`src/rtl/pidcaw_pkg.sv`:
```
// ----------------------------------------------------------------------------
// pidcaw_pkg
// Shared types and constants for the PID controller with conditional
// integration anti-windup: register map, configuration bundle, sequencer.
// ----------------------------------------------------------------------------
package pidcaw_pkg;

    localparam int unsigned ADDR_W   = 5;
    localparam int unsigned DATA_W   = 32;
    localparam int unsigned ERR_W    = 16;
    localparam int unsigned GAIN_W   = 16;
    localparam int unsigned DRIVE_W  = 16;
    localparam int unsigned LIMIT_W  = 23;
    localparam int unsigned ACCUM_W  = 24;
    localparam int unsigned PROD_W   = GAIN_W + ACCUM_W;   // 40
    localparam int unsigned SUM_W    = PROD_W + 1;         // 41
    localparam int unsigned FRAC_W   = 8;

    // Register indexes (byte address = 4 * index)
    localparam logic [2:0] REG_GAIN_P      = 3'd0;
    localparam logic [2:0] REG_GAIN_I      = 3'd1;
    localparam logic [2:0] REG_GAIN_D      = 3'd2;
    localparam logic [2:0] REG_DRIVE_MIN   = 3'd3;
    localparam logic [2:0] REG_DRIVE_MAX   = 3'd4;
    localparam logic [2:0] REG_ACCUM_LIMIT = 3'd5;

    // Input item kinds carried on tuser
    localparam logic OP_COMPUTE = 1'b0;
    localparam logic OP_CLEAR   = 1'b1;

    typedef struct packed {
        logic signed [GAIN_W-1:0]  gain_p;
        logic signed [GAIN_W-1:0]  gain_i;
        logic signed [GAIN_W-1:0]  gain_d;
        logic signed [DRIVE_W-1:0] drive_min;
        logic signed [DRIVE_W-1:0] drive_max;
        logic        [LIMIT_W-1:0] accum_limit;
    } t_cfg;

    typedef enum logic [6:0] {
        ST_IDLE = 7'b0000001,
        ST_MULP = 7'b0000010,
        ST_MULD = 7'b0000100,
        ST_PD   = 7'b0001000,
        ST_INTG = 7'b0010000,
        ST_MULI = 7'b0100000,
        ST_OUT  = 7'b1000000
    } t_state;

endpackage

```
`src/rtl/pidcaw_regs.sv`:
```
// ----------------------------------------------------------------------------
// pidcaw_regs
// APB register file holding the gains, drive limits and integral clamp.
// ----------------------------------------------------------------------------
module pidcaw_regs (
    input  logic                            i_clk,
    input  logic                            i_rst_n,
    input  logic                            psel,
    input  logic                            penable,
    input  logic                            pwrite,
    input  logic [pidcaw_pkg::ADDR_W-1:0]   paddr,
    input  logic [pidcaw_pkg::DATA_W-1:0]   pwdata,
    output logic [pidcaw_pkg::DATA_W-1:0]   prdata,
    output logic                            pready,
    output pidcaw_pkg::t_cfg                o_cfg
);

    pidcaw_pkg::t_cfg r_cfg;
    logic             w_wr;
    logic [2:0]       w_idx;

    assign pready = 1'b1;
    assign w_wr   = psel & penable & pwrite & pready;
    assign w_idx  = paddr[4:2];
    assign o_cfg  = r_cfg;

    always_ff @(posedge i_clk) begin
        if (!i_rst_n) begin
            r_cfg.gain_p      <= '0;
            r_cfg.gain_i      <= '0;
            r_cfg.gain_d      <= '0;
            r_cfg.drive_min   <= 16'sh8000;
            r_cfg.drive_max   <= 16'sh7FFF;
            r_cfg.accum_limit <= '1;
        end else if (w_wr) begin
            unique case (w_idx)
                pidcaw_pkg::REG_GAIN_P:      r_cfg.gain_p      <= pwdata[15:0];
                pidcaw_pkg::REG_GAIN_I:      r_cfg.gain_i      <= pwdata[15:0];
                pidcaw_pkg::REG_GAIN_D:      r_cfg.gain_d      <= pwdata[15:0];
                pidcaw_pkg::REG_DRIVE_MIN:   r_cfg.drive_min   <= pwdata[15:0];
                pidcaw_pkg::REG_DRIVE_MAX:   r_cfg.drive_max   <= pwdata[15:0];
                pidcaw_pkg::REG_ACCUM_LIMIT: r_cfg.accum_limit <= pwdata[22:0];
                default: ;
            endcase
        end
    end

    always_comb begin
        unique case (w_idx)
            pidcaw_pkg::REG_GAIN_P:      prdata = {16'd0, r_cfg.gain_p};
            pidcaw_pkg::REG_GAIN_I:      prdata = {16'd0, r_cfg.gain_i};
            pidcaw_pkg::REG_GAIN_D:      prdata = {16'd0, r_cfg.gain_d};
            pidcaw_pkg::REG_DRIVE_MIN:   prdata = {16'd0, r_cfg.drive_min};
            pidcaw_pkg::REG_DRIVE_MAX:   prdata = {16'd0, r_cfg.drive_max};
            pidcaw_pkg::REG_ACCUM_LIMIT: prdata = {9'd0, r_cfg.accum_limit};
            default:                     prdata = '0;
        endcase
    end

endmodule

```
`src/rtl/pid_conditional_antiwindup_core.sv`:
```
// ----------------------------------------------------------------------------
// pid_conditional_antiwindup_core
// Positional PID with Q8.8 gains and conditional-integration anti-windup,
// built around one shared 16x24 signed multiplier and an accumulator.
// ----------------------------------------------------------------------------
//  channel   direction  handshake          payload
//  s_*       in         s_tvalid/s_tready  tdata: err_value; tuser: op
//  m_*       out        m_tvalid/m_tready  tdata: drive
//  APB       in/out     psel/penable       six 32-bit registers at 4*i
//
//  A compute transaction steps the sequencer through P product, D product,
//  P+D sum, integral update, I product, then the final sum with floor and
//  clamp into the output register. s_tready returns the cycle after, so a
//  new compute transaction is accepted only after the last one is done.
//  A clear transaction clears the integral and previous error, no output.
//  s_tready is high only while the sequencer is idle; a stalled output holds
//  the sequencer in its last step until the pending result is taken.
//  Reset (i_rst_n low, synchronous) clears the integral, previous error,
//  the sequencer and the output valid flag, and loads register defaults.
// ----------------------------------------------------------------------------
module pid_conditional_antiwindup_core (
    input  logic                            i_clk,
    input  logic                            i_rst_n,
    input  logic                            s_tvalid,
    output logic                            s_tready,
    input  logic [15:0]                     s_tdata,   // [15:0] err_value
    input  logic                            s_tuser,   // [0] op
    output logic                            m_tvalid,
    input  logic                            m_tready,
    output logic [15:0]                     m_tdata,   // [15:0] drive
    input  logic                            psel,
    input  logic                            penable,
    input  logic                            pwrite,
    input  logic [pidcaw_pkg::ADDR_W-1:0]   paddr,
    input  logic [pidcaw_pkg::DATA_W-1:0]   pwdata,
    output logic [pidcaw_pkg::DATA_W-1:0]   prdata,
    output logic                            pready
);

    pidcaw_pkg::t_cfg   w_cfg;
    pidcaw_pkg::t_state r_state, n_state;

    logic signed [15:0] r_err;
    logic signed [16:0] r_diff;
    logic signed [15:0] r_last;
    logic signed [23:0] r_accum;
    logic signed [39:0] r_prod;
    logic signed [40:0] r_acc;
    logic               r_out_valid;
    logic signed [15:0] r_drive;

    logic               w_in_acc;
    logic signed [15:0] w_mul_a;
    logic signed [23:0] w_mul_b;
    logic signed [39:0] w_mul_p;
    logic signed [40:0] w_sum;
    logic signed [40:0] w_max_q;
    logic signed [40:0] w_min_q;
    logic               w_pos, w_neg, w_hold;
    logic signed [24:0] w_int_sum;
    logic signed [24:0] w_lim;
    logic signed [23:0] w_int_next;
    logic signed [32:0] w_q;
    logic signed [32:0] w_q_hi;
    logic signed [32:0] w_q_lo;
    logic signed [32:0] w_clamp_hi;
    logic signed [15:0] w_clamp;
    logic               w_out_free;

    pidcaw_regs u_regs (
        .i_clk   (i_clk),
        .i_rst_n (i_rst_n),
        .psel    (psel),
        .penable (penable),
        .pwrite  (pwrite),
        .paddr   (paddr),
        .pwdata  (pwdata),
        .prdata  (prdata),
        .pready  (pready),
        .o_cfg   (w_cfg)
    );

    assign s_tready   = (r_state == pidcaw_pkg::ST_IDLE);
    assign w_in_acc   = s_tvalid & s_tready;
    assign m_tvalid   = r_out_valid;
    assign m_tdata    = r_drive;
    assign w_out_free = !r_out_valid || m_tready;

    // Shared multiplier operand select
    always_comb begin
        w_mul_a = w_cfg.gain_p;
        w_mul_b = {{8{r_err[15]}}, r_err};
        case (r_state)
            pidcaw_pkg::ST_MULD: begin
                w_mul_a = w_cfg.gain_d;
                w_mul_b = {{7{r_diff[16]}}, r_diff};
            end
            pidcaw_pkg::ST_MULI: begin
                w_mul_a = w_cfg.gain_i;
                w_mul_b = r_accum;
            end
            default: ;
        endcase
    end

    assign w_mul_p = 40'(w_mul_a) * 40'(w_mul_b);
    assign w_sum   = r_acc + {r_prod[39], r_prod};

    // Hold integration while P+D already reaches or passes a limit in the error's direction
    assign w_max_q = {{17{w_cfg.drive_max[15]}}, w_cfg.drive_max, 8'd0};
    assign w_min_q = {{17{w_cfg.drive_min[15]}}, w_cfg.drive_min, 8'd0};
    assign w_pos   = !r_err[15] && (r_err != 16'sd0);
    assign w_neg   = r_err[15];
    assign w_hold  = ((r_acc >= w_max_q) && w_pos) || ((r_acc <= w_min_q) && w_neg);

    assign w_int_sum = {r_accum[23], r_accum} + {{9{r_err[15]}}, r_err};
    assign w_lim     = {2'b00, w_cfg.accum_limit};

    always_comb begin
        if (w_int_sum > w_lim) begin
            w_int_next = w_lim[23:0];
        end else if (w_int_sum < -w_lim) begin
            w_int_next = 24'(-w_lim);
        end else begin
            w_int_next = w_int_sum[23:0];
        end
    end

    // Floor divide by 256, clamp high first so drive_min wins on crossed limits
    assign w_q        = w_sum[40:8];
    assign w_q_hi     = {{17{w_cfg.drive_max[15]}}, w_cfg.drive_max};
    assign w_q_lo     = {{17{w_cfg.drive_min[15]}}, w_cfg.drive_min};
    assign w_clamp_hi = (w_q > w_q_hi) ? w_q_hi : w_q;
    assign w_clamp    = (w_clamp_hi < w_q_lo) ? w_cfg.drive_min : w_clamp_hi[15:0];

    always_comb begin
        n_state = r_state;
        unique case (r_state)
            pidcaw_pkg::ST_IDLE: begin
                if (w_in_acc && (s_tuser == pidcaw_pkg::OP_COMPUTE)) begin
                    n_state = pidcaw_pkg::ST_MULP;
                end
            end
            pidcaw_pkg::ST_MULP: n_state = pidcaw_pkg::ST_MULD;
            pidcaw_pkg::ST_MULD: n_state = pidcaw_pkg::ST_PD;
            pidcaw_pkg::ST_PD:   n_state = pidcaw_pkg::ST_INTG;
            pidcaw_pkg::ST_INTG: n_state = pidcaw_pkg::ST_MULI;
            pidcaw_pkg::ST_MULI: n_state = pidcaw_pkg::ST_OUT;
            pidcaw_pkg::ST_OUT: begin
                if (w_out_free) begin
                    n_state = pidcaw_pkg::ST_IDLE;
                end
            end
            default: n_state = pidcaw_pkg::ST_IDLE;
        endcase
    end

    always_ff @(posedge i_clk) begin
        if (!i_rst_n) begin
            r_state     <= pidcaw_pkg::ST_IDLE;
            r_out_valid <= 1'b0;
            r_accum     <= '0;
            r_last      <= '0;
        end else begin
            r_state <= n_state;
            if ((r_state == pidcaw_pkg::ST_OUT) && w_out_free) begin
                r_out_valid <= 1'b1;
            end else if (r_out_valid && m_tready) begin
                r_out_valid <= 1'b0;
            end
            case (r_state)
                pidcaw_pkg::ST_IDLE: begin
                    if (w_in_acc) begin
                        if (s_tuser == pidcaw_pkg::OP_CLEAR) begin
                            r_accum <= '0;
                            r_last  <= '0;
                        end else begin
                            r_last <= s_tdata;
                        end
                    end
                end
                pidcaw_pkg::ST_INTG: begin
                    if (!w_hold) begin
                        r_accum <= w_int_next;
                    end
                end
                default: ;
            endcase
        end
    end

    // Datapath registers
    always_ff @(posedge i_clk) begin
        case (r_state)
            pidcaw_pkg::ST_IDLE: begin
                r_err  <= s_tdata;
                r_diff <= {s_tdata[15], s_tdata} - {r_last[15], r_last};
            end
            pidcaw_pkg::ST_MULP: r_prod <= w_mul_p;
            pidcaw_pkg::ST_MULD: begin
                r_prod <= w_mul_p;
                r_acc  <= {r_prod[39], r_prod};
            end
            pidcaw_pkg::ST_PD:   r_acc  <= w_sum;
            pidcaw_pkg::ST_MULI: r_prod <= w_mul_p;
            pidcaw_pkg::ST_OUT:  begin
                if (w_out_free) begin
                    r_drive <= w_clamp;
                end
            end
            default: ;
        endcase
        if (r_state == pidcaw_pkg::ST_MULI) begin
            r_acc <= r_acc;
        end
    end

endmodule
```
`config.mk`:
```
export PLATFORM = sky130hd
export DESIGN_NAME = pid_conditional_antiwindup_core
export DESIGN_NICKNAME = d
export VERILOG_FILES = /design/src/rtl/pidcaw_pkg.sv /design/src/rtl/pidcaw_regs.sv /design/src/rtl/pid_conditional_antiwindup_core.sv
export SDC_FILE = /design/constraint.sdc
export NUM_CORES = 2
export LEC_CHECK = 0
export ABC_AREA = 0
export BUFFER_PORTS_ARGS = -buffer_cell sky130_fd_sc_hd__buf_4
export CORE_UTILIZATION = 25
export DETAILED_ROUTE_END_ITERATION = 8
export PLACE_DENSITY = 0.38
export SLEW_MARGIN = 20
export SYNTH_ARGS = -nofsm -noshare
export SYNTH_HDL_FRONTEND = slang
export SYNTH_SLANG_ARGS = --single-unit
export TNS_END_PERCENT = 10
```
`constraint.sdc`:
```
create_clock -name i_clk -period 12.1 [get_ports i_clk]
set_clock_uncertainty 0.05 [all_clocks]
set_input_delay 0.605 -clock i_clk [delete_from_list [all_inputs] [get_ports i_clk]]
set_output_delay 0.605 -clock i_clk [all_outputs]
set_load 0.01 [all_outputs]
```
==> results.yml <==
pwr:
  leakagePower_uw: 0.0169
  fin_total_pwr_uw: 3130
  ir_worst_vdd_mv: 0.0683
  p_sw_share_pct: 35.0
  p_sw_uw: 1090
  p_int_uw: 2040
  power_density_mw_per_mm2: 81.8
  comb_power_share_pct: 25.8
  power_frac_seq_pct: 35.1
  p_clk_share_pct: 39.1
yosys:
  synth_mux_area_share_pct: 1.88
  synthAdderAreaFrac_pct: 35.3
  yosys_warnings: 0
  yosysMostFrequentCell: "nand2_1"
  synth-edff-count: 130
  synth_xor_area_share_pct: 3.34
  synthCells: 3879
  ys_ff_latch: 281
  synth_top_family_by_area: "adder cells"
  synth_largest_area_cell: "fa_1"
  syn_area_mm2: 0.0340
  ys.flop_type: "dfxtp_1"
  synthTopCellsByArea: "fa_1 22%, ha_1 13%, edfxtp_1 11%"
  syn_avg_cell_area_um2: 8.77
  synth_compound_area_share_pct: 15.2
  synth_common_cells: "593 x nand2_1, 509 x inv_1, 377 x fa_1"
  synthDistinctLibCells: 94
  synthSimpleGateAreaFrac_pct: 16.1
  ys_seq_area_share_pct: 20.4
  synthArstFlopShare_pct: 0
  synth_top_cell_area_share_pct: 22.2
routing:
  avgRoutedWirePerCell_um: 22.6
  vias: 27800
  dr_wl_met3_um: 4600
  ant_nets: 0
  via_per_inst: 4.85
  dr.max_layer_used: "met5"
  drc_errors: 0
  dr.first_iter.drc_count: 1970
  dr.pass1.iters: 5
  wl_met1_um: 64400
  met2_length_um: 57000
  wl_um: 129000
worst_setup_path:
  path_delay_family: "adder cells"
  crit_buf_inv: 3
  worstPathMaxFanout: 34
  crit_path_end_kind: "register"
  crit_path_frequent_cell: "fa_1"
  worstSetupStartpointType: "register"
  crit_path_top_delay_cell: "nor2_4"
  critPathRequiredTime_ns: 12.34
  max_stage_delay_ns: 0.71
  worstPathArrival_ns: 9.50
  crit_type: "register to register"
floorplanning:
  die_x_um: 371
  num_rows: 134
  initial_core_util_pct: 25.4
  num_io_pins: 112
  core-area_mm2: 0.134
  die_area_mm2: 0.137
  die_h_um: 371
placement:
  dp.cells: 5660
  place_hpwl_um: 103000
  io_buffers: 90
  place_congestion: 0.871
  pre_cts_slack_ns: 2.87
timing:
  fin_setup_tns_ns: 0
  maxSlewHeadroom_pct: 25.5
  setup_violations: 0
  worst_slew_pin_slew_ns: 1.12
  hold_violations: 0
  rsz0062_at_grt: "false"
  drv_slew: 0
  min_period_over_period_pct: 76.5
  fmax_mhz: 108
  setup_slack_ns: 2.84
  fin_crit_ns: 9.26
clock_network:
  cts_buffers: 39
  clk_pin_slew_ns: 0.07
  cts_tree: "yes"
  ctsHtreeMaxLevel: 2
  postCtsHoldBufs: 0
  post-cts-setup-buffers: 0
  cts-root-buf: "clkbuf_16"
  cts.sinks: 281
  clk_latency_ns: 0.59
  cts-resized-gates: 0
  clockBufferDepth: 3
final_layout:
  drive_above_1_share_pct: 8.58
  nets: 4728
  areaGrowthSynthToFinish_pct: 12.6
  post-route-util_pct: 28.5
  finalNonFillerCells: 5730
global_routing:
  grt_max_degree: 74
  overflow: 0
  grt_pass1_vias: 28100
  grt_pass1_wl_um: 191000
  grt_use_total_pct: 18.8
  antenna_found_initial: 8
run_status:
  status: "finished, final reports clean"
worst_hold_path:
  hp-class: "input pin to register"
run:
  drv_cap: 0
-- metal layers --
metal,track usage [%],vias to the layer above
met5,0,-
met4,4.73,2
met3,1.81,128
met2,29.3,625
met1,27.5,13800
li1,-,13200
-- state kept, by name, summed over array words and instances (netlist names) --
name / cells
u_regs.o_cfg: 103
r_acc: 41
r_prod: 40
r_accum: 24
r_diff: 17
m_tdata: 16
r_err: 16
r_last: 16
r_state: 7
m_tvalid: 1
-- metrics by stage --
step | cell area, um2 | hold slack (ns)
after floorplan | 34000 | 0.394
after global placement | 36900 | 0.405
after detailed placement | 36900 | 0.411
after CTS | 38300 | 0.135
after global routing | 38300 | 0.152
final | 38300 | 0.169
-- placed cells by master (no fill, tap or decap), types with 11 or more instances in the layout --
cell and n:
o21bai_1 19, inv_1 508, edfxtp_1 130, nor2_1 277
a22oi_1 50, nand2b_1 36, mux2_2 40, xor2_1 37
a21o_1 84, and2_1 44, a31oi_1 15, nand2_1 591
o21a_1 11, ha_1 357, a21oi_1 225, and3_1 30
a221oi_1 26, a22o_1 12, nor2b_1 21, a211oi_1 28
xnor2_1 91, o211ai_1 55, a221o_1 27, nor3_1 50
o31ai_1 16, clkbuf_16 42, nand4_1 33, fa_1 377
o21ai_0 104, buf_4 173, dfxtp_1 151, nor4_1 13
nand3_1 77
-- worst paths after layout --
path | start | end | slack, ns | cells after the start
hold / removal | s_tdata[6] | r_err[6] | 0.17 | 1
setup / recovery | r_state[1] | r_prod[28] | 2.84 | 26
setup reg to reg | r_state[1] | r_prod[28] | 2.84 | 26
hold reg to reg | u_regs.o_cfg[83] | u_regs.o_cfg[83] | 0.42 | 2
-- power by group through the flow --
stage          logic [uW]  clock network [uW]  registers [uW]
2_1_floorplan         480                   0            1090
3_3_place_gp          809                   0            1120
3_5_place_dp          807                   0            1120
4_1_cts               811                1260            1100
5_1_grt               884                1290            1100
6_report              808                1230            1100
-- logic make-up (layout without fill, tap and decap cells) --
kind of cell	count (synthesis)	after routing
AO/OA/AOI/OAI	769	769
adder cells (fa/ha/maj)	734	734
XOR/XNOR	129	129
AND/OR/NAND/NOR	1232	1232
other	2	11
multiplexers	54	54
flip-flops	281	281
buffers and inverters	678	752
-- layout make-up --
class | count | area (um2)
fill | 14400 | 95800
multi-input combinational | 2928 | 24600
sequential | 281 | 6930
tap | 1768 | 2210
inverter | 510 | 1910
timing repair buffer | 173 | 1300
clock buffer | 54 | 1170
clock inverter | 15 | 165
antenna | 1 | 2.50
No activity file was read; power rests on OpenSTA's default activity.
